File: config.mk
export PLATFORM = sky130hd
export DESIGN_NAME = sbdf_front
export DESIGN_NICKNAME = d
export VERILOG_FILES = /design/src/rtl/sbdf_pkg.sv /design/src/rtl/sbdf_front.sv
export SDC_FILE = /design/constraint.sdc
export NUM_CORES = 1
export LEC_CHECK = 0
export ABC_CLOCK_PERIOD_IN_PS = 9300
export BUFFER_PORTS_ARGS = -buffer_cell sky130_fd_sc_hd__buf_2
export CAP_MARGIN = 40
export CORE_AREA = 2 2 140 142
export DETAILED_ROUTE_END_ITERATION = 10
export DIE_AREA = 0 0 142 144
export GPL_TIMING_DRIVEN = 0
export HOLD_SLACK_MARGIN = 0.03
export PLACE_DENSITY_LB_ADDON = 0.25
export SLEW_MARGIN = 10
export SYNTH_ARGS = -nofsm -noshare
export SYNTH_HDL_FRONTEND = slang
export SYNTH_SLANG_ARGS = --single-unit
File: constraint.sdc
create_clock -name clk -period 9.3 [get_ports clk]
set_input_delay 1.86 -clock clk [delete_from_list [all_inputs] [get_ports clk]]
set_output_delay 1.86 -clock clk [all_outputs]
set_load 0.05 [all_outputs]
File: src/rtl/sbdf_pkg.sv
// ----------------------------------------------------------------------------
// SSD box decode filter: package
// Constants, word types and the exponent table shared by the core's modules.
// ----------------------------------------------------------------------------
`default_nettype none

package sbdf_pkg;

  localparam int unsigned NumAnchors  = 8732;
  localparam int unsigned NumClasses  = 21;

  localparam int unsigned InDataW     = 168;
  localparam int unsigned OutDataW    = 104;

  localparam int unsigned CfgAddrW    = 3;
  localparam int unsigned CfgDataW    = 32;
  localparam logic [CfgAddrW-3:0] RegThresholdIdx = 1'b0;
  localparam logic [15:0] ThresholdReset = 16'd32768;

  localparam logic [13:0] CenterVarQ16 = 14'd6554;
  localparam logic [13:0] SizeVarQ16   = 14'd13107;
  localparam logic [4:0]  ExpTableMid  = 5'd13;

  localparam int unsigned QueueDepth = 4;
  localparam int unsigned QueuePtrW  = $clog2(QueueDepth);

  typedef logic [18:0] exp_val_t;

  typedef struct packed {
    logic [7:0]  class_label;
    logic [15:0] anchor_index;
    logic [15:0] score;
  } meta_t;

  typedef struct packed {
    logic signed [15:0] delta_c;
    logic signed [15:0] delta_s;
    logic signed [15:0] prior_c;
    logic [14:0]        prior_s;
  } axis_in_t;

  // ax[0] is the x axis, ax[1] the y axis.
  typedef struct packed {
    meta_t          meta;
    axis_in_t [1:0] ax;
  } item_t;

  // round(65536 * exp(j/8)) for j = -13..13.
  function automatic exp_val_t exp_table(input logic [4:0] idx);
    exp_val_t v;
    case (idx)
      5'd0:    v = 19'd12905;
      5'd1:    v = 19'd14623;
      5'd2:    v = 19'd16570;
      5'd3:    v = 19'd18776;
      5'd4:    v = 19'd21276;
      5'd5:    v = 19'd24109;
      5'd6:    v = 19'd27319;
      5'd7:    v = 19'd30957;
      5'd8:    v = 19'd35079;
      5'd9:    v = 19'd39750;
      5'd10:   v = 19'd45042;
      5'd11:   v = 19'd51039;
      5'd12:   v = 19'd57835;
      5'd13:   v = 19'd65536;
      5'd14:   v = 19'd74262;
      5'd15:   v = 19'd84150;
      5'd16:   v = 19'd95354;
      5'd17:   v = 19'd108051;
      5'd18:   v = 19'd122437;
      5'd19:   v = 19'd138740;
      5'd20:   v = 19'd157213;
      5'd21:   v = 19'd178145;
      5'd22:   v = 19'd201865;
      5'd23:   v = 19'd228743;
      5'd24:   v = 19'd259200;
      5'd25:   v = 19'd293712;
      5'd26:   v = 19'd332819;
      default: v = 19'd0;
    endcase
    return v;
  endfunction

endpackage

`default_nettype wire

File: src/rtl/sbdf_front.sv
// ----------------------------------------------------------------------------
// SSD box decode filter: front end
// Accepts input words, unpacks them and drops background, out-of-range and
// low-score anchors. Passing items are offered to the queue.
// ----------------------------------------------------------------------------
`default_nettype none

module sbdf_front (
  input  logic                         clk,
  input  logic                         rst_n,
  input  logic                         in_tvalid,
  output logic                         in_tready,
  input  logic [sbdf_pkg::InDataW-1:0] in_tdata,
  input  logic [15:0]                  score_threshold,
  output logic                         push_valid,
  output sbdf_pkg::item_t              push_item,
  input  logic                         push_ready
);
  import sbdf_pkg::*;

  logic  f_valid_r, f_valid_nxt;
  logic  f_pass_r, f_pass_nxt;
  item_t f_item_r, f_item_nxt;
  logic  f_leave;
  logic  load;

  always_comb begin
    f_item_nxt.meta.class_label  = in_tdata[7:0];
    f_item_nxt.meta.anchor_index = in_tdata[23:8];
    f_item_nxt.meta.score        = in_tdata[39:24];
    f_item_nxt.ax[0].delta_c     = in_tdata[55:40];
    f_item_nxt.ax[1].delta_c     = in_tdata[71:56];
    f_item_nxt.ax[0].delta_s     = in_tdata[87:72];
    f_item_nxt.ax[1].delta_s     = in_tdata[103:88];
    f_item_nxt.ax[0].prior_c     = in_tdata[119:104];
    f_item_nxt.ax[1].prior_c     = in_tdata[135:120];
    f_item_nxt.ax[0].prior_s     = in_tdata[150:136];
    f_item_nxt.ax[1].prior_s     = in_tdata[165:151];
  end

  assign f_pass_nxt = (in_tdata[7:0] != 8'd0) &&
                      ({1'b0, in_tdata[7:0]} < 9'(NumClasses)) &&
                      ({1'b0, in_tdata[23:8]} < 17'(NumAnchors)) &&
                      (in_tdata[39:24] >= score_threshold);

  assign f_leave     = f_valid_r && (!f_pass_r || push_ready);
  assign in_tready   = !f_valid_r || f_leave;
  assign load        = in_tready && in_tvalid;
  assign f_valid_nxt = in_tready ? in_tvalid : f_valid_r;

  assign push_valid = f_valid_r && f_pass_r;
  assign push_item  = f_item_r;

  always_ff @(posedge clk) begin
    if (!rst_n) begin
      f_valid_r <= 1'b0;
    end else begin
      f_valid_r <= f_valid_nxt;
    end
  end

  always_ff @(posedge clk) begin
    if (load) begin
      f_item_r <= f_item_nxt;
      f_pass_r <= f_pass_nxt;
    end
  end

endmodule

`default_nettype wire

## Word-level counts from Yosys, hierarchy flattened

Cells that the tools add are included.
Widths: inputs -> output; s select.

| storage, ports and cells | value |
|---|---|
| word-level logic and storage cells | 27 |
| flip-flop bits (word level) | 168 |
| output and inout port bits | 168 |
| input bits | 188 |

| cells by class | value |
|---|---|
| reductions and logical operators | 11 |
| order comparisons | 3 |

Operators by type and width:

| cell | count |
|---|---|
| $ge 16x16->1 | 1 |
| $lt 16x14->1 const B | 1 |
| $lt 8x5->1 const B | 1 |
| $reduce_bool 8->1 | 1 |
| $logic_and 1x1->1 | 6 |
| $logic_not 1->1 | 2 |
| $logic_or 1x1->1 | 2 |

## Depth between registers and ports, before layout

Gate-level depths: netlist of run 1.

| logic depth | value |
|---|---|
| depth in word-level cells | 5 |
| gate-level depth with buffers | 6 |
| depth with buffers taken out | 6 |

## Worst setup path after synthesis of run 1

No wires, ideal clock.

| timing | value |
|---|---|
| kind | input -> register |
| start point | input port push_ready |
| end point | register f_pass_r (enable) |
| arrival time | 6.205 ns |
| setup time | 0.546 ns |
| required time | 8.754 ns |
| stages on the path | 2 |
| slack | 2.549 ns |
| path buffers | 0 |
| path through | nand2b_1 -> and2_1 |

| on the way | value |
|---|---|
| word-level cells in the longest chain between the ends | 4 |

RTL lines:

| item | RTL line | text |
|---|---|---|
| start: declaration | sbdf_front.sv:17 | `input logic push_ready` |
| $logic_or 1x1->1 | sbdf_front.sv:46 | `assign f_leave = f_valid_r && (!f_pass_r \|\| push_ready);` |
| $logic_and 1x1->1 | sbdf_front.sv:46 |  |
| $logic_or 1x1->1 | sbdf_front.sv:47 | `assign in_tready = !f_valid_r \|\| f_leave;` |
| $logic_and 1x1->1 | sbdf_front.sv:48 | `assign load = in_tready && in_tvalid;` |
| named net load | sbdf_front.sv:25 | `logic load;` |
| end signal: assignment | sbdf_front.sv:65 | `f_pass_r <= f_pass_nxt;` |
| end: declaration | sbdf_front.sv:22 | `logic f_pass_r, f_pass_nxt;` |

The timed path passes the listed nets, and every way through them passes these cells.
A chain may end at the register's enable or synchronous reset.

## Worst setup path after layout of run 1

| timing | value |
|---|---|
| start point | input port push_ready |
| end point | output port in_tready |

| on the way | value |
|---|---|
| word-level cells in the longest chain between the ends | 3 |

RTL lines:

| item | RTL line | text |
|---|---|---|
| $logic_or 1x1->1 | sbdf_front.sv:46 |  |
| $logic_and 1x1->1 | sbdf_front.sv:46 |  |
| $logic_or 1x1->1 | sbdf_front.sv:47 |  |
| end: declaration | sbdf_front.sv:12 | `output logic in_tready,` |

Every way passes these cells.

==> metrics.cfg, run 1 <==
[clocking]
path_clk_slew_ns = 0.07
clk_latency_ns = 0.41
postCtsSetupBuffers = 0
cts_root_buffer = clkbuf_16
cts.sinks = 168
cts_resized = 0
cts_buffers = 17
ctsHoldBuffers = 0
cts_tree = built
h-tree-depth = 4
cts_buffer_depth = 2

[worst_hold_path]
hold_depth = 3
worstHoldStart = f_valid_r$_SDFFE_PN0N_
holdPathEnd = f_valid_r$_SDFFE_PN0N_
hp-class = reg2reg

[worst_setup_path]
start_kind = primary input
cp-end-kind = output port
critical_path_depth = 3
required_ns = 7.44
crit_chain = buf_2 -> nand2b_1 -> buf_2
worst-path-buf-inv = 2
r2r_slack_ns = 7.33
crit_family = buffers and inverters
crit_fanout = 3
cpPeakStageDelay_ns = 0.22
cp_slowest_cell = buf_2
cpMostUsedCell = buf_2
r2r_start = f_pass_r$_DFFE_PP_
worstRegToRegCells = 4
critPathArrivalTime_ns = 2.33
critical_path_class = in2out
r2r_end = push_item[96]$_DFFE_PP_

[routing]
wl_per_cell_um = 16.3
first_pass_iters = 4
drt-initial-drc-count = 104
vias = 3642
drc = 0
ant_nets = 0
wl_um = 14000
vias_per_cell = 4.22

[synthesis]
synth_ff_type = edfxtp_1
synth_cell_types = 25
synthArstFlopShare_pct = 0
synth-edff-count = 167
syn_area_mm2 = 0.00556
netlist_instances = 238
ys_seq_elements = 168
synth_area_leaders = edfxtp_1 90%, ha_1 3.6%, inv_1 1.2%
yosysWarnings = 0
syn_nets = 442
ys_seq_area_share_pct = 90.6
yosys.area.top_type_share_pct = 90.3
yosysTopAreaCell = edfxtp_1
synth_area_per_cell_um2 = 23.3

[power]
swShare_pct = 25.6
switchingPower_mw = 0.493
total_leakage_power_nw = 3.65
p_int_mw = 1.43
powerDensity_mw_per_mm2 = 231
pwr-share-clk_pct = 39.9
power_frac_seq_pct = 46.3
ir_worst_vdd_mv = 0.112
power_frac_comb_pct = 13.8

[job]
cap_viol_max_count = 0

[cells_and_area]
final_area_mm2 = 0.00833
register_area_mm2 = 0.00503
nNetsFinal = 816
multiInputGateArea_um2 = 455
antennaDiodeCount = 0
areaGrowthSynthToFinish_pct = 49.9
drive_gt1_share_pct = 62.1
n_fill_cell = 1750

[placed_design]
port_buffers = 353
dpl_cell_area_mm2 = 0.00768
place_congestion = 0.806
dp_hpwl_um = 11000

[die]
coreArea_mm2 = 0.0191
num_rows = 51
die_area_mm2 = 0.0204
initial_core_util_pct = 29.1
dieHeight_um = 144
io_pins = 356
die_w_um = 142

[global_routing]
grt_max_degree = 67
track_usage_pct = 13.2
antenna_found_initial = 0
grt_overflow = 0
grt_pass1_vias = 3840
grt_pass1_wl_um = 20000

[sta]
worst_slew_pin_slew_ns = 0.573
period_share_pct = 45.0
fin_skew_ns = 0.0105
timing.final.crit_period_ns = 4.19
slew_headroom_pct = 61.8
finalMaxSlewViolations = 0
tns_ns = 0
rsz0062_at_grt = no
fmax_mhz = 239
setup_viol = 0
hold_viol_final = 0

[outcome]
status = finished clean

[state kept, by name, indices dropped and copies added (netlist names)]
| name | count |
|---|---|
| f_valid_r | 1 |
| push_item | 166 |
| f_pass_r | 1 |
[per-stage QoR]
stage	hold WS [ns]	setup slack, ns	std cells	power [mW]	utilization (%)
detailed placement	0.695	5.11	831	1.18	40.2
finish	0.710	5.11	863	1.93	43.6
global route	0.776	5.08	863	2.00	43.6
CTS	0.707	5.11	863	1.95	43.6
floorplan	1.27	2.55	238	1.09	-
global placement	0.671	1.50	829	1.18	39.9
[cell usage after synthesis (all sizes together) (3+ instances only)]
cell    count
nand2       3
a21oi       6
edfxtp    167
nand4       3
inv        18
ha         16
nand2b      3
[power groups by stage]
stage / Combinational, mW / Clock, mW / Sequential, mW
final: 0.266 / 0.769 / 0.893
after global routing: 0.279 / 0.821 / 0.897
after CTS: 0.269 / 0.790 / 0.893
after detailed placement: 0.268 / 0 / 0.909
after global placement: 0.262 / 0 / 0.917
after floorplan: 0.0254 / 0 / 1.06
[layout make-up]
class,count,share of cell area (%)
inverters,18,0.812
clock inverters,11,2.37
repair buffers,355,21.9
flip-flops and latches,168,60.5
clock buffers,21,5.41
well taps,238,3.58
multi-input cells,52,5.47
[worst max path at each step]
stage                from                       to  slack, ns
6_report       push_ready                in_tready       5.11
3_5_place_dp   push_ready                in_tready       5.11
3_3_place_gp   push_ready  push_item[86]$_DFFE_PP_       1.50
2_1_floorplan  push_ready       f_pass_r$_DFFE_PP_       2.55
5_1_grt        push_ready                in_tready       5.08
4_1_cts        push_ready                in_tready       5.11
[tightest hold or removal path, cell delays in order, from the launching register on]
cell and delay [ns]:
dfxtp_1 0.29, and2_1 0.15, nand2b_1 0.11, a21boi_0 0.11
[per-layer routing]
metal  routed length (µm)  GRT usage [%]  up-vias
met3                 1390           5.99       20
met2                 7040           22.1      211
met5                    0              0        -
met1                 5310           14.5     1714
li1                     -              -     1697
met4                  310           5.95        0
[logic make-up (layout without fill, tap and decap cells)]
logic type / count (synthesis) / in the layout / synth area share [%]
AO/OA/AOI/OAI: 19 / 19 / 2.73
adder cells (fa/ha/maj): 16 / 16 / 3.60
buffers and inverters: 18 / 405 / 1.22
flip-flops: 168 / 168 / 90.6
AND/OR/NAND/NOR: 17 / 17 / 1.82
[placed cells by master, fill, tap and decap left out, types with 2 or more instances in the layout]
cell       instances
buf_2            353
edfxtp_1         167
inv_1             18
clkbuf_16         17
ha_1              16
a21oi_1            6
bufinv_16          5
nand2b_1           3
nand4_1            3
nand2_1            3
clkbuf_1           3
o21a_1             2
o21ai_0            2
a21boi_0           2
inv_6              2
clkinv_4           2
buf_16             2
(Power assumes the default switching activity.)
==> inputs of run 2 (changes only) <==
--- a/config.mk
+++ b/config.mk
@@ -5,7 +5,7 @@
 export SDC_FILE = /design/constraint.sdc
 export NUM_CORES = 1
 export LEC_CHECK = 0
-export ABC_CLOCK_PERIOD_IN_PS = 9300
+export ABC_CLOCK_PERIOD_IN_PS = 3400
 export BUFFER_PORTS_ARGS = -buffer_cell sky130_fd_sc_hd__buf_2
 export CAP_MARGIN = 40
 export CORE_AREA = 2 2 140 142
==> constraint.sdc (replaced) <==
create_clock -name clk -period 3.4 [get_ports clk]
set_input_delay 0.68 -clock clk [delete_from_list [all_inputs] [get_ports clk]]
set_output_delay 0.68 -clock clk [all_outputs]
set_load 0.05 [all_outputs]
==> metrics.cfg, run 2 (same netlist as run 1, synthesis figures left out) <==
[cells_and_area]
final_cell_mix = 353 x buf_2, 167 x edfxtp_1, 18 x inv_1
largest_register_ffs = 166
nNetsFinal = 816
fin_util_pct = 43.4
antennaDiodeCount = 0
final_common_cell = buf_2
drive_gt1_share_pct = 62.4
areaGrowthSynthToFinish_pct = 48.9
fin_cells = 863

[placed_design]
dp_hpwl_um = 10500
dpl_worst_slack_ns = 1.10
port_buffers = 353
place_congestion = 0.760
dp.cells = 831

[clocking]
clk_latency_ns = 0.42
ctsHoldBuffers = 0
cts.sinks = 168
cts_buffer_depth = 2
cts_root_buffer = clkbuf_16
path_clk_slew_ns = 0.07
cts_buffers = 17
cts_tree = built
h-tree-depth = 4
cts_resized = 0
postCtsSetupBuffers = 0

[routing]
drc = 0
ant_nets = 0
wl_um = 13600
vias_per_cell = 4.17
drt-initial-drc-count = 154
vias = 3595
wl_per_cell_um = 15.7
first_pass_iters = 4

[sta]
fin_skew_ns = 0.00915
period_share_pct = 58.8
hold_viol_final = 0
finalMaxSlewViolations = 0
setup_viol = 0
worst_slew_pin_slew_ns = 0.668
tns_ns = 0
timing.final.crit_period_ns = 2.00
rsz0062_at_grt = no
slew_headroom_pct = 55.4
fmax_mhz = 500
worst_slack_ns = 1.40

[worst_setup_path]
critical_path_class = reg2out
crit_fanout = 3
start_kind = flip-flop
critPathArrivalTime_ns = 1.32
cp-end-kind = output port
required_ns = 2.72

[die]
coreArea_mm2 = 0.0191
die_area_mm2 = 0.0204
dieHeight_um = 144
io_pins = 356
initial_core_util_pct = 29.1
num_rows = 51
die_w_um = 142

[global_routing]
antenna_found_initial = 0
grt_max_degree = 69
track_usage_pct = 12.6
grt_pass1_vias = 3692
grt_pass1_wl_um = 19100
grt_overflow = 0

[power]
ir_worst_vdd_mv = 0.313
total_leakage_power_nw = 3.62
powerDensity_mw_per_mm2 = 616
finalPower_mw = 5.10

[worst_hold_path]
hp-class = in2reg

[job]
cap_viol_max_count = 0

[outcome]
status = finished clean

==> run 2: final timing paths <==
check | startpoint | end | slack, ns | cells past startpoint
setup reg to reg | f_pass_r$_DFFE_PP_ | push_item[125]$_DFFE_PP_ | 1.41 | 4
setup / recovery | f_pass_r$_DFFE_PP_ | in_tready | 1.40 | 3
hold reg to reg | f_valid_r$_SDFFE_PN0N_ | f_valid_r$_SDFFE_PN0N_ | 0.68 | 3
hold / removal | in_tdata[112] | push_item[23]$_DFFE_PP_ | 0.43 | 1
==> run 2: through the flow <==
stage	hold slack (ns)	instance area [µm²]
after floorplan	0.779	5560
after global placement	0.665	7620
after detailed placement	0.676	7680
after CTS	0.413	8270
after global routing	0.399	8270
final	0.432	8270
==> run 2: area by class of cell <==
type	count	area, µm²
clock buffer	18	429
clock inverter	14	165
fill	1753	10800
inverter	18	67.6
multi-input combinational	52	455
sequential	168	5030
tap	238	298
timing repair buffer	355	1820
==> run 2: per-layer routing <==
layer | track usage, % | wire (µm)
met4 | 5.84 | 289
met5 | 0 | 0
met2 | 21.9 | 7180
met3 | 5.20 | 1150
met1 | 13.4 | 4930
==> run 2: critical path, cell delays in order (launching register included) <==
cell and delay, ns:
edfxtp_1 0.36, and2_1 0.18, nand2b_1 0.10, buf_2 0.27
==> run 2: report_power, final <==
| group | leakage, nW | internal, mW | switching (mW) |
|---|---|---|---|
| Clock | 0.283 | 1.11 | 0.829 |
| Combinational | 1.70 | 0.176 | 0.546 |
| Sequential | 1.64 | 2.41 | 0.0257 |
| Total | 3.62 | 3.70 | 1.40 |
==> inputs of run 3 (changes only) <==
--- a/config.mk
+++ b/config.mk
@@ -5,12 +5,12 @@
 export SDC_FILE = /design/constraint.sdc
 export NUM_CORES = 1
 export LEC_CHECK = 0
-export ABC_CLOCK_PERIOD_IN_PS = 3400
+export ABC_CLOCK_PERIOD_IN_PS = 1950
 export BUFFER_PORTS_ARGS = -buffer_cell sky130_fd_sc_hd__buf_2
 export CAP_MARGIN = 40
-export CORE_AREA = 2 2 140 142
+export CORE_AREA = 2 2 137 139
 export DETAILED_ROUTE_END_ITERATION = 10
-export DIE_AREA = 0 0 142 144
+export DIE_AREA = 0 0 139 141
 export GPL_TIMING_DRIVEN = 0
 export HOLD_SLACK_MARGIN = 0.03
 export PLACE_DENSITY_LB_ADDON = 0.25
==> constraint.sdc (replaced) <==
create_clock -name clk -period 1.95 [get_ports clk]
set_input_delay 0.39 -clock clk [delete_from_list [all_inputs] [get_ports clk]]
set_output_delay 0.39 -clock clk [all_outputs]
set_load 0.05 [all_outputs]
==> metrics.cfg, run 3 (same netlist as run 1, synthesis figures left out) <==
[clocking]
cts_tree = built
ctsHoldBuffers = 0
cts_root_buffer = clkbuf_16
cts.sinks = 168
clk_latency_ns = 0.41
path_clk_slew_ns = 0.07
h-tree-depth = 4
cts_resized = 0
cts_buffers = 17
cts_buffer_depth = 2

[worst_setup_path]
crit_chain = and2_4 -> nand2b_4 -> and2_4 -> buf_16 -> buf_16
worst-path-buf-inv = 2
cpPeakStageDelay_ns = 0.36
critPathArrivalTime_ns = 1.93
critical_path_class = reg2reg
required_ns = 2.02
r2r_slack_ns = 0.1
crit_fanout = 65
crit_family = simple AND/OR/NAND/NOR gates
cp_slowest_cell = edfxtp_1
cp-end-kind = flip-flop
start_kind = flip-flop

[placed_design]
port_buffers = 353
place_congestion = 0.800
dp_hpwl_um = 10800
dp.cells = 827

[routing]
ant_nets = 0
vias = 3633
drc = 0
drt-initial-drc-count = 159
wl_per_cell_um = 16.7
wl_um = 14400
vias_per_cell = 4.20
first_pass_iters = 4

[cells_and_area]
fin_cells = 864
largest_register_ffs = 166
drive_gt1_share_pct = 62.8
areaGrowthSynthToFinish_pct = 49.6
final_cell_mix = 353 x buf_2, 167 x edfxtp_1, 18 x inv_1
nNetsFinal = 819
final_common_cell = buf_2

[power]
swShare_pct = 27.2
powerDensity_mw_per_mm2 = 1060
p_int_mw = 6.42
pwr-share-clk_pct = 37.2
power_frac_seq_pct = 48.3
ir_worst_vdd_mv = 0.545
total_leakage_power_nw = 3.64
finalPower_mw = 8.82
power_frac_comb_pct = 14.5
switchingPower_mw = 2.40

[outcome]
status = finished clean

[global_routing]
grt_overflow = 0
grt_max_degree = 66
track_usage_pct = 14.0
grt_pass1_vias = 3867
grt_pass1_wl_um = 20700
antenna_found_initial = 3

[die]
die_area_mm2 = 0.0196
dieHeight_um = 141
io_pins = 356
die_w_um = 139
initial_core_util_pct = 30.4
coreArea_mm2 = 0.0183
num_rows = 50

[sta]
rsz0062_at_grt = no
slew_headroom_pct = 62.1
finalMaxSlewViolations = 0
worst_slew_pin_slew_ns = 0.562
tns_ns = 0
setup_viol = 0
fmax_mhz = 540
timing.final.crit_period_ns = 1.85
fin_skew_ns = 0.00633
period_share_pct = 95.0
hold_viol_final = 0

[worst_hold_path]
hp-class = in2reg

[job]
cap_viol_max_count = 0

run 3: changes by cell type in the layout (fill, tap and decap cells not counted), sizes merged:
| cell | before | now |
|---|---|---|
| and2 | 2 | 4 |
| bufbuf | 0 | 1 |
| clkinvlp | 3 | 4 |
| diode | 0 | 3 |
| inv | 24 | 22 |
run 3: area by class of cell:
class,count,area (µm²)
Inverter,18,67.6
Antenna cell,3,7.51
Multi-Input combinational cell,54,480
Clock buffer,18,429
Timing Repair Buffer,356,1850
Tap cell,234,293
Clock inverter,13,144
Sequential cell,168,5030
Fill cell,1688,9960
run 3: power groups by stage:
stage	Combinational (mW)	Clock, mW	Sequential, mW
6_report	1.28	3.28	4.26
3_5_place_dp	1.28	0	4.34
3_3_place_gp	1.25	0	4.34
5_1_grt	1.34	3.51	4.27
4_1_cts	1.29	3.38	4.26
2_1_floorplan	0.124	0	5.04
run 3: per-stage QoR:
| stage | hold WS, ns | setup WS [ns] | area [µm²] | utilization (%) |
|---|---|---|---|---|
| after global routing | 0.114 | 0.00750 | 8310 | 45.5 |
| final | 0.146 | 0.0967 | 8310 | 45.5 |
| after global placement | 0.568 | -0.660 | 7630 | 41.8 |
| after detailed placement | 0.568 | -0.287 | 7680 | 42.1 |
| after floorplan | 0.489 | -0.447 | 5570 | - |
| after CTS | 0.120 | 0.0121 | 8300 | 45.4 |
run 3: worst paths after layout:
kind,startpoint,to,depth (start not counted)
setup / recovery,f_pass_r$_DFFE_PP_,push_item[78]$_DFFE_PP_,5
hold / removal,in_tdata[59],push_item[113]$_DFFE_PP_,1
setup reg to reg,f_pass_r$_DFFE_PP_,push_item[78]$_DFFE_PP_,5
hold reg to reg,f_valid_r$_SDFFE_PN0N_,f_valid_r$_SDFFE_PN0N_,3
run 3: timing repair:
| action | CTS | global route |
|---|---|---|
| hold endpoints to repair | 0 | 0 |
| gates cloned | 2 | 1 |
| endpoints found under the setup margin | 65 | 65 |
| buffers inserted | 0 | 0 |
run 3: per-layer routing:
layer / global-route usage [%] / wire length [µm] / up-vias
li1: - / - / 1705
met1: 14.7 / 5320 / 1689
met2: 23.6 / 7210 / 214
met3: 7.20 / 1480 / 25
met4: 6.70 / 395 / 0
met5: 0 / 0 / -
