## src/rtl/sbdf_pkg.sv

```systemverilog
// ----------------------------------------------------------------------------
// SSD box decode filter: package
// Constants, word types and the exponent table shared by the core's modules.
// ----------------------------------------------------------------------------
`default_nettype none

package sbdf_pkg;

  localparam int unsigned NumAnchors  = 8732;
  localparam int unsigned NumClasses  = 21;

  localparam int unsigned InDataW     = 168;
  localparam int unsigned OutDataW    = 104;

  localparam int unsigned CfgAddrW    = 3;
  localparam int unsigned CfgDataW    = 32;
  localparam logic [CfgAddrW-3:0] RegThresholdIdx = 1'b0;
  localparam logic [15:0] ThresholdReset = 16'd32768;

  localparam logic [13:0] CenterVarQ16 = 14'd6554;
  localparam logic [13:0] SizeVarQ16   = 14'd13107;
  localparam logic [4:0]  ExpTableMid  = 5'd13;

  localparam int unsigned QueueDepth = 4;
  localparam int unsigned QueuePtrW  = $clog2(QueueDepth);

  typedef logic [18:0] exp_val_t;

  typedef struct packed {
    logic [7:0]  class_label;
    logic [15:0] anchor_index;
    logic [15:0] score;
  } meta_t;

  typedef struct packed {
    logic signed [15:0] delta_c;
    logic signed [15:0] delta_s;
    logic signed [15:0] prior_c;
    logic [14:0]        prior_s;
  } axis_in_t;

  // ax[0] is the x axis, ax[1] the y axis.
  typedef struct packed {
    meta_t          meta;
    axis_in_t [1:0] ax;
  } item_t;

  // round(65536 * exp(j/8)) for j = -13..13.
  function automatic exp_val_t exp_table(input logic [4:0] idx);
    exp_val_t v;
    case (idx)
      5'd0:    v = 19'd12905;
      5'd1:    v = 19'd14623;
      5'd2:    v = 19'd16570;
      5'd3:    v = 19'd18776;
      5'd4:    v = 19'd21276;
      5'd5:    v = 19'd24109;
      5'd6:    v = 19'd27319;
      5'd7:    v = 19'd30957;
      5'd8:    v = 19'd35079;
      5'd9:    v = 19'd39750;
      5'd10:   v = 19'd45042;
      5'd11:   v = 19'd51039;
      5'd12:   v = 19'd57835;
      5'd13:   v = 19'd65536;
      5'd14:   v = 19'd74262;
      5'd15:   v = 19'd84150;
      5'd16:   v = 19'd95354;
      5'd17:   v = 19'd108051;
      5'd18:   v = 19'd122437;
      5'd19:   v = 19'd138740;
      5'd20:   v = 19'd157213;
      5'd21:   v = 19'd178145;
      5'd22:   v = 19'd201865;
      5'd23:   v = 19'd228743;
      5'd24:   v = 19'd259200;
      5'd25:   v = 19'd293712;
      5'd26:   v = 19'd332819;
      default: v = 19'd0;
    endcase
    return v;
  endfunction

endpackage

`default_nettype wire

```

## src/rtl/sbdf_queue.sv

```systemverilog
// ----------------------------------------------------------------------------
// SSD box decode filter: item queue
// Short first-in first-out queue between the front end and the decoder.
// ----------------------------------------------------------------------------
`default_nettype none

module sbdf_queue (
  input  logic            clk,
  input  logic            rst_n,
  input  logic            push_valid,
  output logic            push_ready,
  input  sbdf_pkg::item_t push_item,
  output logic            pop_valid,
  input  logic            pop_ready,
  output sbdf_pkg::item_t pop_item
);
  import sbdf_pkg::*;

  item_t                mem_r [QueueDepth];
  logic [QueuePtrW-1:0] wr_ptr_r, wr_ptr_nxt;
  logic [QueuePtrW-1:0] rd_ptr_r, rd_ptr_nxt;
  logic [QueuePtrW:0]   count_r, count_nxt;
  logic                 do_push;
  logic                 do_pop;

  assign push_ready = count_r != (QueuePtrW + 1)'(QueueDepth);
  assign pop_valid  = count_r != '0;
  assign pop_item   = mem_r[rd_ptr_r];

  assign do_push = push_valid && push_ready;
  assign do_pop  = pop_valid && pop_ready;

  assign wr_ptr_nxt = do_push ? wr_ptr_r + 1'b1 : wr_ptr_r;
  assign rd_ptr_nxt = do_pop ? rd_ptr_r + 1'b1 : rd_ptr_r;

  always_comb begin
    count_nxt = count_r;
    if (do_push && !do_pop) begin
      count_nxt = count_r + 1'b1;
    end else if (do_pop && !do_push) begin
      count_nxt = count_r - 1'b1;
    end
  end

  always_ff @(posedge clk) begin
    if (!rst_n) begin
      wr_ptr_r <= '0;
      rd_ptr_r <= '0;
      count_r  <= '0;
    end else begin
      wr_ptr_r <= wr_ptr_nxt;
      rd_ptr_r <= rd_ptr_nxt;
      count_r  <= count_nxt;
    end
  end

  always_ff @(posedge clk) begin
    if (do_push) begin
      mem_r[wr_ptr_r] <= push_item;
    end
  end

endmodule

`default_nettype wire

```

## config.mk

```make
export PLATFORM = sky130hd
export DESIGN_NAME = sbdf_queue
export DESIGN_NICKNAME = d
export VERILOG_FILES = /design/src/rtl/sbdf_pkg.sv /design/src/rtl/sbdf_queue.sv
export SDC_FILE = /design/constraint.sdc
export NUM_CORES = 1
export LEC_CHECK = 0
export BUFFER_PORTS_ARGS = -buffer_cell sky130_fd_sc_hd__buf_2
export CAP_MARGIN = 20
export CORE_MARGIN = 4
export CORE_UTILIZATION = 30
export CTS_BUF_LIST = sky130_fd_sc_hd__clkbuf_2
export DETAILED_ROUTE_END_ITERATION = 7
export PLACE_DENSITY = 0.48
export SLEW_MARGIN = 20
export SYNTH_ARGS = -nofsm -noshare
export SYNTH_HDL_FRONTEND = slang
export SYNTH_SLANG_ARGS = --single-unit
export TNS_END_PERCENT = 5
```

## constraint.sdc

```tcl
create_clock -name clk -period 4.9 [get_ports clk]
set_clock_uncertainty 0.05 [all_clocks]
set_input_delay 0.49 -clock clk [delete_from_list [all_inputs] [get_ports clk]]
set_output_delay 0.49 -clock clk [all_outputs]
set_load 0.01 [all_outputs]
```

After elaboration in Yosys (flattened, before gate mapping)
Memories as Yosys holds them, arrays and structs flattened. A register that Yosys moved wholly into a read port is not among the register bits.
Index checks and enable logic that the tools add are counted.
{"block": "word_totals", "memories": 1, "register_bits": 7, "inputBits": 170, "ramBits": 664, "elab_cells": 23}
{"name": "mem_r", "words": 4, "word_bits": 166, "rd": 1, "rd_clocked_by_memory_dff": 1, "wr": 1, "line": "sbdf_queue.sv:19", "rtl": "item_t mem_r [QueueDepth];"}
{"block": "op_classes", "n_mux": 6, "reduce_logical": 8, "n_eq_ne": 1, "addsub": 4}
{"operator": "$mux 3", "count": 2}
{"operator": "$add 2x1->2 const B", "count": 2}
{"operator": "$logic_and 1x1->1", "count": 4}
{"operator": "$mux 2", "count": 2}
{"operator": "$add 3x1->3 const B", "count": 1}
{"operator": "$ne 3x3->1 const B", "count": 1}
{"operator": "$reduce_bool 3->1", "count": 1}
{"operator": "$sub 3x1->3 const B", "count": 1}
{"operator": "$logic_not 1->1", "count": 2}
{"operator": "$mux 1", "count": 2}
{"operator": "$reduce_bool 2->1", "count": 1}

Depth between registers and ports, before layout
Gate-level depths: netlist of run 1.
{"block": "logic_depth", "ltp_word": 6, "ltp_mapped": 8, "ltp_nobuf": 8}

Worst setup path before layout of run 1
Ideal clock, no wire load.
{"block": "synth_timing", "path_type": "register to register", "start": "register count_r[0]", "end": "memory mem_r[2][0] (netlist bit) (enable)", "arrival_ns": 4.613, "setup_ns": 0.546, "period_less_slack_ns": 5.209, "setup_slack_ns": -0.309, "path_stages_with_launch": 4, "path_cell_list": "dfxtp_1 > nor2_1 > a21boi_2 > and2_1"}
{"block": "synth_between", "elab_chain_cells": 4}
{"element": "from (decl)", "line": "sbdf_queue.sv:22", "rtl": "logic [QueuePtrW:0] count_r, count_nxt;"}
{"element": "from (signal assigned)", "line": "sbdf_queue.sv:53", "rtl": "count_r <= count_nxt;"}
{"element": "$ne 3x3->1", "line": "sbdf_queue.sv:26", "rtl": "assign push_ready = count_r != (QueuePtrW + 1)'(QueueDepth);"}
{"element": "$logic_and 1x1->1", "line": "sbdf_queue.sv:30", "rtl": "assign do_push = push_valid && push_ready;"}
{"element": "named net do_push", "line": "sbdf_queue.sv:23", "rtl": "logic do_push;"}
{"element": "$mux 1", "line": "sbdf_queue.sv:58", "rtl": "if (do_push) begin"}
{"element": "$mux 1 (implied by the code)", "line": "sbdf_queue.sv:59", "rtl": "mem_r[wr_ptr_r] <= push_item;"}
{"element": "to (decl)", "line": "sbdf_queue.sv:19"}
The timed path passes the listed nets, and every way through them passes these cells.

==> qor.csv, run 1 <==
stage,metric,value,unit
floorplan,Die H,293.5,um
synth,Post-Syn Area per Cell,26.72,um2
global_route,Total GRT Usage,13.62,%
synth,Yosys warnings,0,
synth,Synth area leader,edfxtp_1,
synth,Netlist Area Pre-Place,24440,um2
timing,fin crit period,3813,ps
layout,fillcell total,7392,
timing,Worst-Margin Slew,1038,ps
layout,fin nets,1938,
clock_network,setup bufs post-CTS,0,
timing,final setup vio count,0,
route,via count,12970,
clock_network,clock-pin slew of the registers on the worst-case setup and hold paths,90,ps
timing,RSZ-0062 raised after global routing,no,
timing,TNS Setup,0,ps
global_route,vias in the first global route,14660,
layout,Layout area overhead,33.21,%
layout,layout cells sized above 1,43.30,%
clock_network,clock insertion delay at the later pin of the skew report,1220,ps
floorplan,Initial Utilization,30.30,%
timing,Fin. Hold Viols,0,
synth,Syn Nets,1091,
timing,crit share post-route,77.81,%
route,Detail Route Antenna Nets,0,
global_route,initial antenna violation count,12,
setup_path,Worst EP arrival,3270,ps
timing,FMAX,262.3,MHz
placed_design,RePlAce Congestion,0.7122,
layout,Layout Cells excl Fill,2950,
route,starting DRC count in detailed routing,485,
setup_path,Crit Path Class,register to primary output,
pwr,worst vdd ir,211.4,uV
placed_design,Inst Count DP,2307,
clock_network,CTS buffer count,173,
clock_network,Clock Sinks,673,
placed_design,dpl ws,2008,ps
synth,register area share after synthesis,82.31,%
clock_network,H-tree levels,4,
floorplan,Die Wd,293.5,um
placed_design,IO buf count,337,
run_status,status,completed,
clock_network,TritonCTS clock tree,built,
route,First-pass DRT Iterations,4,
layout,storage element area,20130,um2
setup_path,Required @ worst endpoint,4360,ps
setup_path,Max Fanout on Critical Path,25,
setup_path,CP endpoint kind,primary output,
flow_run,Max-Cap Viols,0,
pwr,Pleak,11.32,nW
global_route,grt total ovfl,0,
floorplan,IO Pins,338,
synth,top post-synthesis cells by area,"edfxtp_1 82%, mux4_2 15%, buf_6 0.78%, dfxtp_1 0.74%, buf_2 0.31%",
route,drc violations,0,
synth,"FF+latch count, synth",673,
global_route,largest net degree at the start of global routing,57,
timing,final worst slack,1087,ps
route,Avg WL per Cell,19.76,um
synth,Syn Inst Count,915,
route,vias per cell,4.396,
layout,Multi-input gate area,4028,um2
pwr,P per Cell Area,454.5,nW/um2
floorplan,full die area,86110,um2
synth,share of the synthesized area in the top cell type,81.57,%
floorplan,CORE AREA,80680,um2
clock_network,deepest clock path buffer count,3,
global_route,global-route wire length before repair,87.48,mm
setup_path,crit path launch type,register,
route,final WL,58.30,mm
hold_path,worst hold path class,input port to register,
timing,fin. max-slew vios,0,
floorplan,Rows,104,
synth,Unique masters post-synth,24,
placed_design,DP HPWL,34.05,mm
timing,Worst slew margin,30.77,%
clock_network,root buffer cell,clkbuf_2,
[layout make-up]
type	count	share of cell area (%)
Sequential cell	673	61.81
Timing Repair Buffer	710	16.95
Multi-Input combinational cell	201	12.37
Tap cell	1060	4.073
Clock buffer	253	3.889
Clock inverter	40	0.8031
Antenna cell	10	0.07685
Inverter	3	0.03458
[synthesized netlist by cell type]
cell type  count
fa_1           1
buf_6         17
edfxtp_1     664
ha_1           5
mux2i_1        3
xnor2_1        3
a21boi_0       1
or3_1          2
dfxtp_1        9
and2_1         8
o31ai_1        1
o311ai_0       1
nor2_1         1
clkbuf_1       2
o21ai_0        1
buf_1          2
a21boi_2       1
nand2_1        5
inv_1          3
buf_4          2
nor2b_1        1
buf_2         15
mux4_2       166
xor2_1         1
[cell families after synthesis]
group                      count (synthesis)  share of synthesized area [%]
adders and majority gates                  6                         0.3378
AOI/OAI and AO/OA                          5                         0.1638
muxes                                    169                          15.42
DFF                                      673                          82.31
buffers and inverters                     41                          1.259
xor gates and xnor gates                   4                         0.1433
and+or+nand+nor                           17                         0.3737
[worst paths after layout]
path | start | to | slack, ps | cells after the start
worst max-delay path | register | pop_item[23] | 1090 | 4
worst min-delay path | pop_ready | register | 300 | 5
worst min register to register | wr_ptr_r[0] | wr_ptr_r[0] | 460 | 2
worst max register to register | count_r[0] | count_r[1] | 2050 | 7
[critical path: stages, from the launching register on]
cell and delay, ps:
dfxtp_4 670, buf_16 310, buf_4 350, mux4_2 560
buf_2 160
[power breakdown]
group	switching (mW)	internal (mW)	leakage, nW
clock network	2.20	1.54	1.18
registers	0.215	6.97	6.16
logic	1.97	1.91	3.98
total	4.39	10.4	11.3
[layout by cell type (no fill, tap or decap), types with 2 or more instances in the layout]
master,n
inv_2,4
or3_1,2
clkbuf_2,253
dfxtp_4,2
buf_4,20
buf_2,337
dlygate4sd3_1,339
dfxtp_1,7
mux2i_1,3
buf_12,13
ha_1,5
inv_1,3
clkinv_1,23
nand2_1,5
and2_1,4
mux4_2,166
clkinvlp_4,2
edfxtp_1,664
inv_6,3
clkinv_2,4
and2_4,4
bufinv_16,3
xnor2_1,3
diode_2,10
[routing by layer]
metal  part of all wire [%]  global-route usage [%]  vias up
li1                       -                       -     5797
met1                     38                   15.20     6673
met2                     52                   23.70      374
met3                    7.2                   5.125      117
met4                    2.3                   5.274        6
met5                  0.051                       0        -
[registers in the layout, indices dropped and copies added (netlist names), named ones only]
name      cells
count_r       3
mem_r       664
wr_ptr_r      2
rd_ptr_r      2
[repair_timing]
action	4_1_cts	5_1_grt
setup endpoints to repair	0	0
gates resized for setup	0	0
hold buffers	339	0
endpoints found under the hold margin	701	0
[per-stage QoR]
step	power, mW	hold WS [ps]	utilization, %	area [um2]
floorplan	9.617	417.7	-	24450
global placement	11.07	432.8	34.20	27590
detailed placement	11.10	450.3	34.20	27590
CTS	15.20	16.16	40.30	32510
global route	15.77	85.69	40.36	32560
finish	14.80	301.7	40.36	32560
(Power assumes the default switching activity.)
==> inputs of run 2 (changes only) <==
--- a/config.mk
+++ b/config.mk
@@ -5,13 +5,14 @@
 export SDC_FILE = /design/constraint.sdc
 export NUM_CORES = 1
 export LEC_CHECK = 0
+export ABC_AREA = 1
 export BUFFER_PORTS_ARGS = -buffer_cell sky130_fd_sc_hd__buf_2
 export CAP_MARGIN = 20
 export CORE_MARGIN = 4
 export CORE_UTILIZATION = 30
 export CTS_BUF_LIST = sky130_fd_sc_hd__clkbuf_2
 export DETAILED_ROUTE_END_ITERATION = 7
-export PLACE_DENSITY = 0.48
+export PLACE_DENSITY = 0.46
 export SLEW_MARGIN = 20
 export SYNTH_ARGS = -nofsm -noshare
 export SYNTH_HDL_FRONTEND = slang
==> constraint.sdc (replaced) <==
create_clock -name clk -period 3.8 [get_ports clk]
set_clock_uncertainty 0.05 [all_clocks]
set_input_delay 0.38 -clock clk [delete_from_list [all_inputs] [get_ports clk]]
set_output_delay 0.38 -clock clk [all_outputs]
set_load 0.01 [all_outputs]
==> qor.csv, run 2 <==
stage,metric,value,unit
layout,Reg with most FFs,mem_r,
timing,Worst slew margin,42.40,%
clock_network,CTS buffer count,178,
layout,Layout area overhead,31.92,%
route,final WL,73.21,mm
route,Detail Route Antenna Nets,0,
synth,Syn Nets,1849,
route,Avg WL per Cell,19.48,um
floorplan,Initial Utilization,30.22,%
flow_run,Max-Cap Viols,0,
layout,"leading cell types in the layout, fill and taps excluded","664 x edfxtp_1, 341 x dlygate4sd3_1, 337 x buf_2",
timing,fin crit period,3429,ps
setup_path,Required @ worst endpoint,3370,ps
clock_network,clock insertion delay at the later pin of the skew report,1320,ps
synth,Commonest cells post-synth,"664 x edfxtp_1, 293 x o21ai_0, 266 x nor2_1, 86 x o22ai_1",
layout,layout cells sized above 1,31.96,%
synth,"count leader, synth",edfxtp_1,
synth,Unique masters post-synth,24,
synth,register area share after synthesis,76.86,%
pwr,total power,20.49,mW
clock_network,TritonCTS clock tree,built,
layout,Multi-input gate area,5325,um2
global_route,Total GRT Usage,15.64,%
pwr,worst vdd ir,311.2,uV
synth,Synth area leader,edfxtp_1,
route,First-pass DRT Iterations,5,
synth,Post-Syn Area per Cell,15.65,um2
pwr,Pleak,12.33,nW
timing,Fin. Hold Viols,0,
clock_network,deepest clock path buffer count,3,
route,starting DRC count in detailed routing,889,
layout,Final Util,39.87,%
timing,WHS,306.4,ps
setup_path,CP endpoint kind,primary output,
floorplan,CORE AREA,86620,um2
clock_network,H-tree levels,4,
setup_path,Worst EP arrival,3000,ps
synth,"Primary FF master, synth",edfxtp_1,
timing,crit share post-route,90.24,%
layout,Top Registers,"mem_r (664), count_r (3)",
hold_path,worst hold path class,input port to register,
global_route,largest net degree at the start of global routing,78,
route,drc violations,0,
placed_design,RePlAce Congestion,0.7248,
floorplan,full die area,92050,um2
synth,share of the synthesized area in the top cell type,76.17,%
placed_design,IO buf count,337,
timing,FMAX,291.6,MHz
clock_network,clock-pin slew of the registers on the worst-case setup and hold paths,90,ps
synth,top post-synthesis cells by area,"edfxtp_1 76%, o21ai_0 5.6%, o22ai_2 3.8%, nor2_1 3.8%, nor2_4 3.4%",
timing,RSZ-0062 raised after global routing,no,
synth,Syn Inst Count,1673,
floorplan,Die Wd,303.4,um
layout,number of flip-flops in the largest register,664,
run_status,status,completed,
synth,ys async rst share,0,%
timing,fin. max-slew vios,0,
global_route,global-route wire length before repair,108.2,mm
route,vias per cell,4.588,
timing,Worst-Margin Slew,864.0,ps
setup_path,crit path launch type,register,
global_route,grt total ovfl,0,
layout,storage element area,20130,um2
layout,fin nets,2643,
placed_design,dpl ws,1279,ps
layout,"most common cell after layout, fill and taps aside",edfxtp_1,
global_route,vias in the first global route,18350,
synth,Netlist Area Pre-Place,26180,um2
floorplan,IO Pins,338,
timing,final worst slack,370.8,ps
clock_network,root buffer cell,clkbuf_2,
floorplan,Rows,108,
placed_design,DP HPWL,38.02,mm
pwr,P per Cell Area,593.2,nW/um2
route,via count,17250,
layout,fillcell total,8276,
global_route,initial antenna violation count,12,
floorplan,Die H,303.4,um
timing,final setup vio count,0,
synth,"FF+latch count, synth",673,
setup_path,Crit Path Class,register to primary output,
clock_network,Clock Sinks,673,
synth,Yosys warnings,0,
setup_path,Max Fanout on Critical Path,77,
synth,Post-synth EDFFs,664,
[run 2: cells by family after synthesis]
kind of cell    share of synthesized area (%)
buf+inv                                 2.916
flops                                   76.86
xor+xnor                              0.03346
simple gates                            7.576
fa+ha+maj                              0.3155
compound gates                          12.30
[run 2: worst paths after layout]
check	from	to	slack (ps)	cells after the start
min reg2reg	rd_ptr_r[1]	register	470	2
max	register	pop_item[114]	370	5
min	push_item[143]	mem_r[1][143]	310	3
max reg2reg	count_r[0]	count_r[2]	510	15
[run 2: final cells by class]
class                           count  area share (%)
Inverter                           16          0.2174
Clock inverter                     49          0.9348
Timing Repair Buffer              723           17.13
Clock buffer                      261           3.783
Multi-Input combinational cell    875           15.42
Tap cell                         1155           4.185
Antenna cell                        7         0.05072
Sequential cell                   673           58.28
[run 2: worst max-delay path, cell delays in order, from the launching register on]
cell and delay, ps:
dfxtp_4 410, inv_12 320, buf_12 340, o21ai_0 160
o22ai_2 200, buf_2 170
[run 2: what timing repair did]
item,CTS,global route
resized for setup,7,1
hold endpoints to repair,1235,0
hold buffers,341,0
gates cloned,4,0
setup buffers,8,0
setup endpoints to repair,166,1
[run 2: per-stage QoR]
step,cell area (um2),cells,TNS [ps]
detailed placement,29190,3089,0
global placement,29190,3089,0
finish,34530,3759,0
floorplan,26190,1673,-1204720
global route,34530,3757,0
CTS,34510,3752,0
[run 2: layer usage]
metal  global-route usage, %  wire, um  vias to the layer above
met1                   19.13     30960                     8609
li1                        -         -                     8065
met4                   5.169      1469                        6
met2                   26.28     35760                      435
met5                       0        35                        -
met3                   5.051      4979                      130
[run 2: where the power goes]
part	internal, mW	switching (mW)
sequential	9.01	0.257
combinational	2.24	3.88
clock	2.11	2.99
==> inputs of run 3 (changes only) <==
--- a/config.mk
+++ b/config.mk
@@ -8,6 +8,7 @@
 export ABC_AREA = 1
 export BUFFER_PORTS_ARGS = -buffer_cell sky130_fd_sc_hd__buf_2
 export CAP_MARGIN = 20
+export CORE_ASPECT_RATIO = 1.75
 export CORE_MARGIN = 4
 export CORE_UTILIZATION = 30
 export CTS_BUF_LIST = sky130_fd_sc_hd__clkbuf_2
==> constraint.sdc (replaced) <==
create_clock -name clk -period 3.8 [get_ports clk]
set_clock_uncertainty 0.05 [all_clocks]
set_input_delay 0.76 -clock clk [delete_from_list [all_inputs] [get_ports clk]]
set_output_delay 0.76 -clock clk [all_outputs]
set_load 0.01 [all_outputs]
==> qor.csv, run 3 (synthesis gave the netlist of run 2 again) <==
stage,metric,value,unit
global_route,global-route wire length before repair,119.0,mm
clock_network,TritonCTS clock tree,built,
setup_path,Crit Path Class,register to primary output,
pwr,worst vdd ir,411.7,uV
setup_path,Max Fanout on Critical Path,9,
timing,FMAX,276.1,MHz
floorplan,CORE AREA,86780,um2
setup_path,Required @ worst endpoint,2990,ps
run_status,status,completed,
timing,fin crit period,3622,ps
layout,fin nets,2694,
placed_design,DP HPWL,40.73,mm
clock_network,H-tree levels,4,
layout,storage element area,20130,um2
layout,final instance area,36110,um2
timing,fin. max-slew vios,0,
timing,WHS,362.2,ps
route,First-pass DRT Iterations,5,
layout,Top Registers,"mem_r (664), count_r (3)",
placed_design,IO buf count,337,
setup_path,Worst EP arrival,2810,ps
timing,Worst slew margin,36.93,%
global_route,Total GRT Usage,17.27,%
route,final WL,82.54,mm
timing,crit share post-route,95.32,%
timing,Fin. Hold Viols,0,
timing,TNS Setup,0,ps
route,vias per cell,4.714,
timing,final worst slack,177.9,ps
route,drc violations,0,
clock_network,Clock Sinks,673,
clock_network,CTS buffer count,160,
global_route,grt total ovfl,0,
floorplan,IO Pins,338,
floorplan,Die H,398.8,um
global_route,vias in the first global route,19140,
layout,"most common cell after layout, fill and taps aside",edfxtp_1,
pwr,Pleak,12.93,nW
floorplan,Die Wd,231.3,um
layout,layout cells sized above 1,35.76,%
placed_design,Placed Area,29320,um2
layout,fillcell total,8134,
global_route,largest net degree at the start of global routing,83,
layout,Reg with most FFs,mem_r,
clock_network,clock-pin slew of the registers on the worst-case setup and hold paths,110,ps
route,starting DRC count in detailed routing,914,
hold_path,worst hold path class,input port to register,
pwr,P per Cell Area,599.4,nW/um2
timing,final setup vio count,0,
timing,RSZ-0062 raised after global routing,yes,
clock_network,root buffer cell,clkbuf_2,
floorplan,Rows,143,
floorplan,full die area,92240,um2
setup_path,CP endpoint kind,primary output,
flow_run,Max-Cap Viols,0,
layout,Multi-input gate area,5617,um2
layout,Final Util,41.61,%
clock_network,deepest clock path buffer count,3,
layout,Layout area overhead,37.95,%
floorplan,Initial Utilization,30.17,%
clock_network,clock insertion delay at the later pin of the skew report,1370,ps
global_route,initial antenna violation count,7,
route,Detail Route Antenna Nets,0,
layout,number of flip-flops in the largest register,664,
timing,Worst-Margin Slew,946.1,ps
placed_design,RePlAce Congestion,0.7249,
setup_path,crit path launch type,register,
route,Avg WL per Cell,21.75,um
route,via count,17890,
layout,"leading cell types in the layout, fill and taps excluded","664 x edfxtp_1, 340 x dlygate4sd3_1, 303 x buf_2",
placed_design,dpl ws,954.3,ps
run 3: cell count changes in the layout (fill, tap and decap cells not counted), sizes merged:
| cell | previous run | this run |
|---|---|---|
| buf | 380 | 434 |
| clkbuf | 261 | 248 |
| clkinv | 38 | 30 |
| bufbuf | 2 | 0 |
| diode | 7 | 9 |
| bufinv | 4 | 3 |
| clkinvlp | 2 | 1 |
| dlygate4sd3 | 341 | 340 |
| inv | 21 | 22 |
run 3: path summary, 6_finish.rpt:
path               start           end  slack (ps)  cells after the start
max             register  pop_item[37]         180                      6
max reg2reg   count_r[1]    count_r[1]         620                     11
min reg2reg  rd_ptr_r[0]   rd_ptr_r[0]         470                      2
min           push_valid   wr_ptr_r[0]         360                      6
run 3: layer usage:
| metal | share of wire (%) | global-route usage, % | up-vias |
|---|---|---|---|
| met5 | 0.0085 | 0 | - |
| met4 | 2.1 | 5.599 | 2 |
| met3 | 5.9 | 5.254 | 146 |
| met2 | 52 | 30.71 | 535 |
| met1 | 40 | 19.80 | 9044 |
| li1 | - | - | 8161 |
run 3: metrics by stage:
step	power, mW	std cells
after floorplan	12.91	1673
after global placement	15.06	3113
after detailed placement	15.17	3113
after CTS	21.56	3763
after global routing	22.98	3795
final	21.64	3795
run 3: area by class of cell:
cell class                      instances  area share, %
Sequential cell                       673          55.74
Timing Repair Buffer                  787          20.15
Multi-Input combinational cell        875          15.55
Tap cell                             1160          4.019
Clock buffer                          235          3.257
Clock inverter                         35         0.6237
Timing Repair inverter                  5         0.3118
Inverter                               16         0.2841
Antenna cell                            9        0.06237
run 3: timing repair:
action / CTS / global route
cloned: 23 / 14
buffers inserted: 17 / 9
gates resized for setup: 234 / 122
pin swaps: 29 / 28
endpoints found under the hold margin: 1309 / 0
hold buffers: 340 / 0
endpoints found under the setup margin: 166 / 165
run 3: worst max-delay path: stages, from the launching register on:
cell	delay, ps
dfxtp_4	440
buf_16	200
buf_12	180
buf_16	150
nor2_1	60
o22ai_1	140
buf_2	190
run 3: power by group:
group | switching (mW) | internal, mW
sequential | 0.269 | 9.01
clock | 2.81 | 1.84
combinational | 4.55 | 3.17
total | 7.63 | 14.0
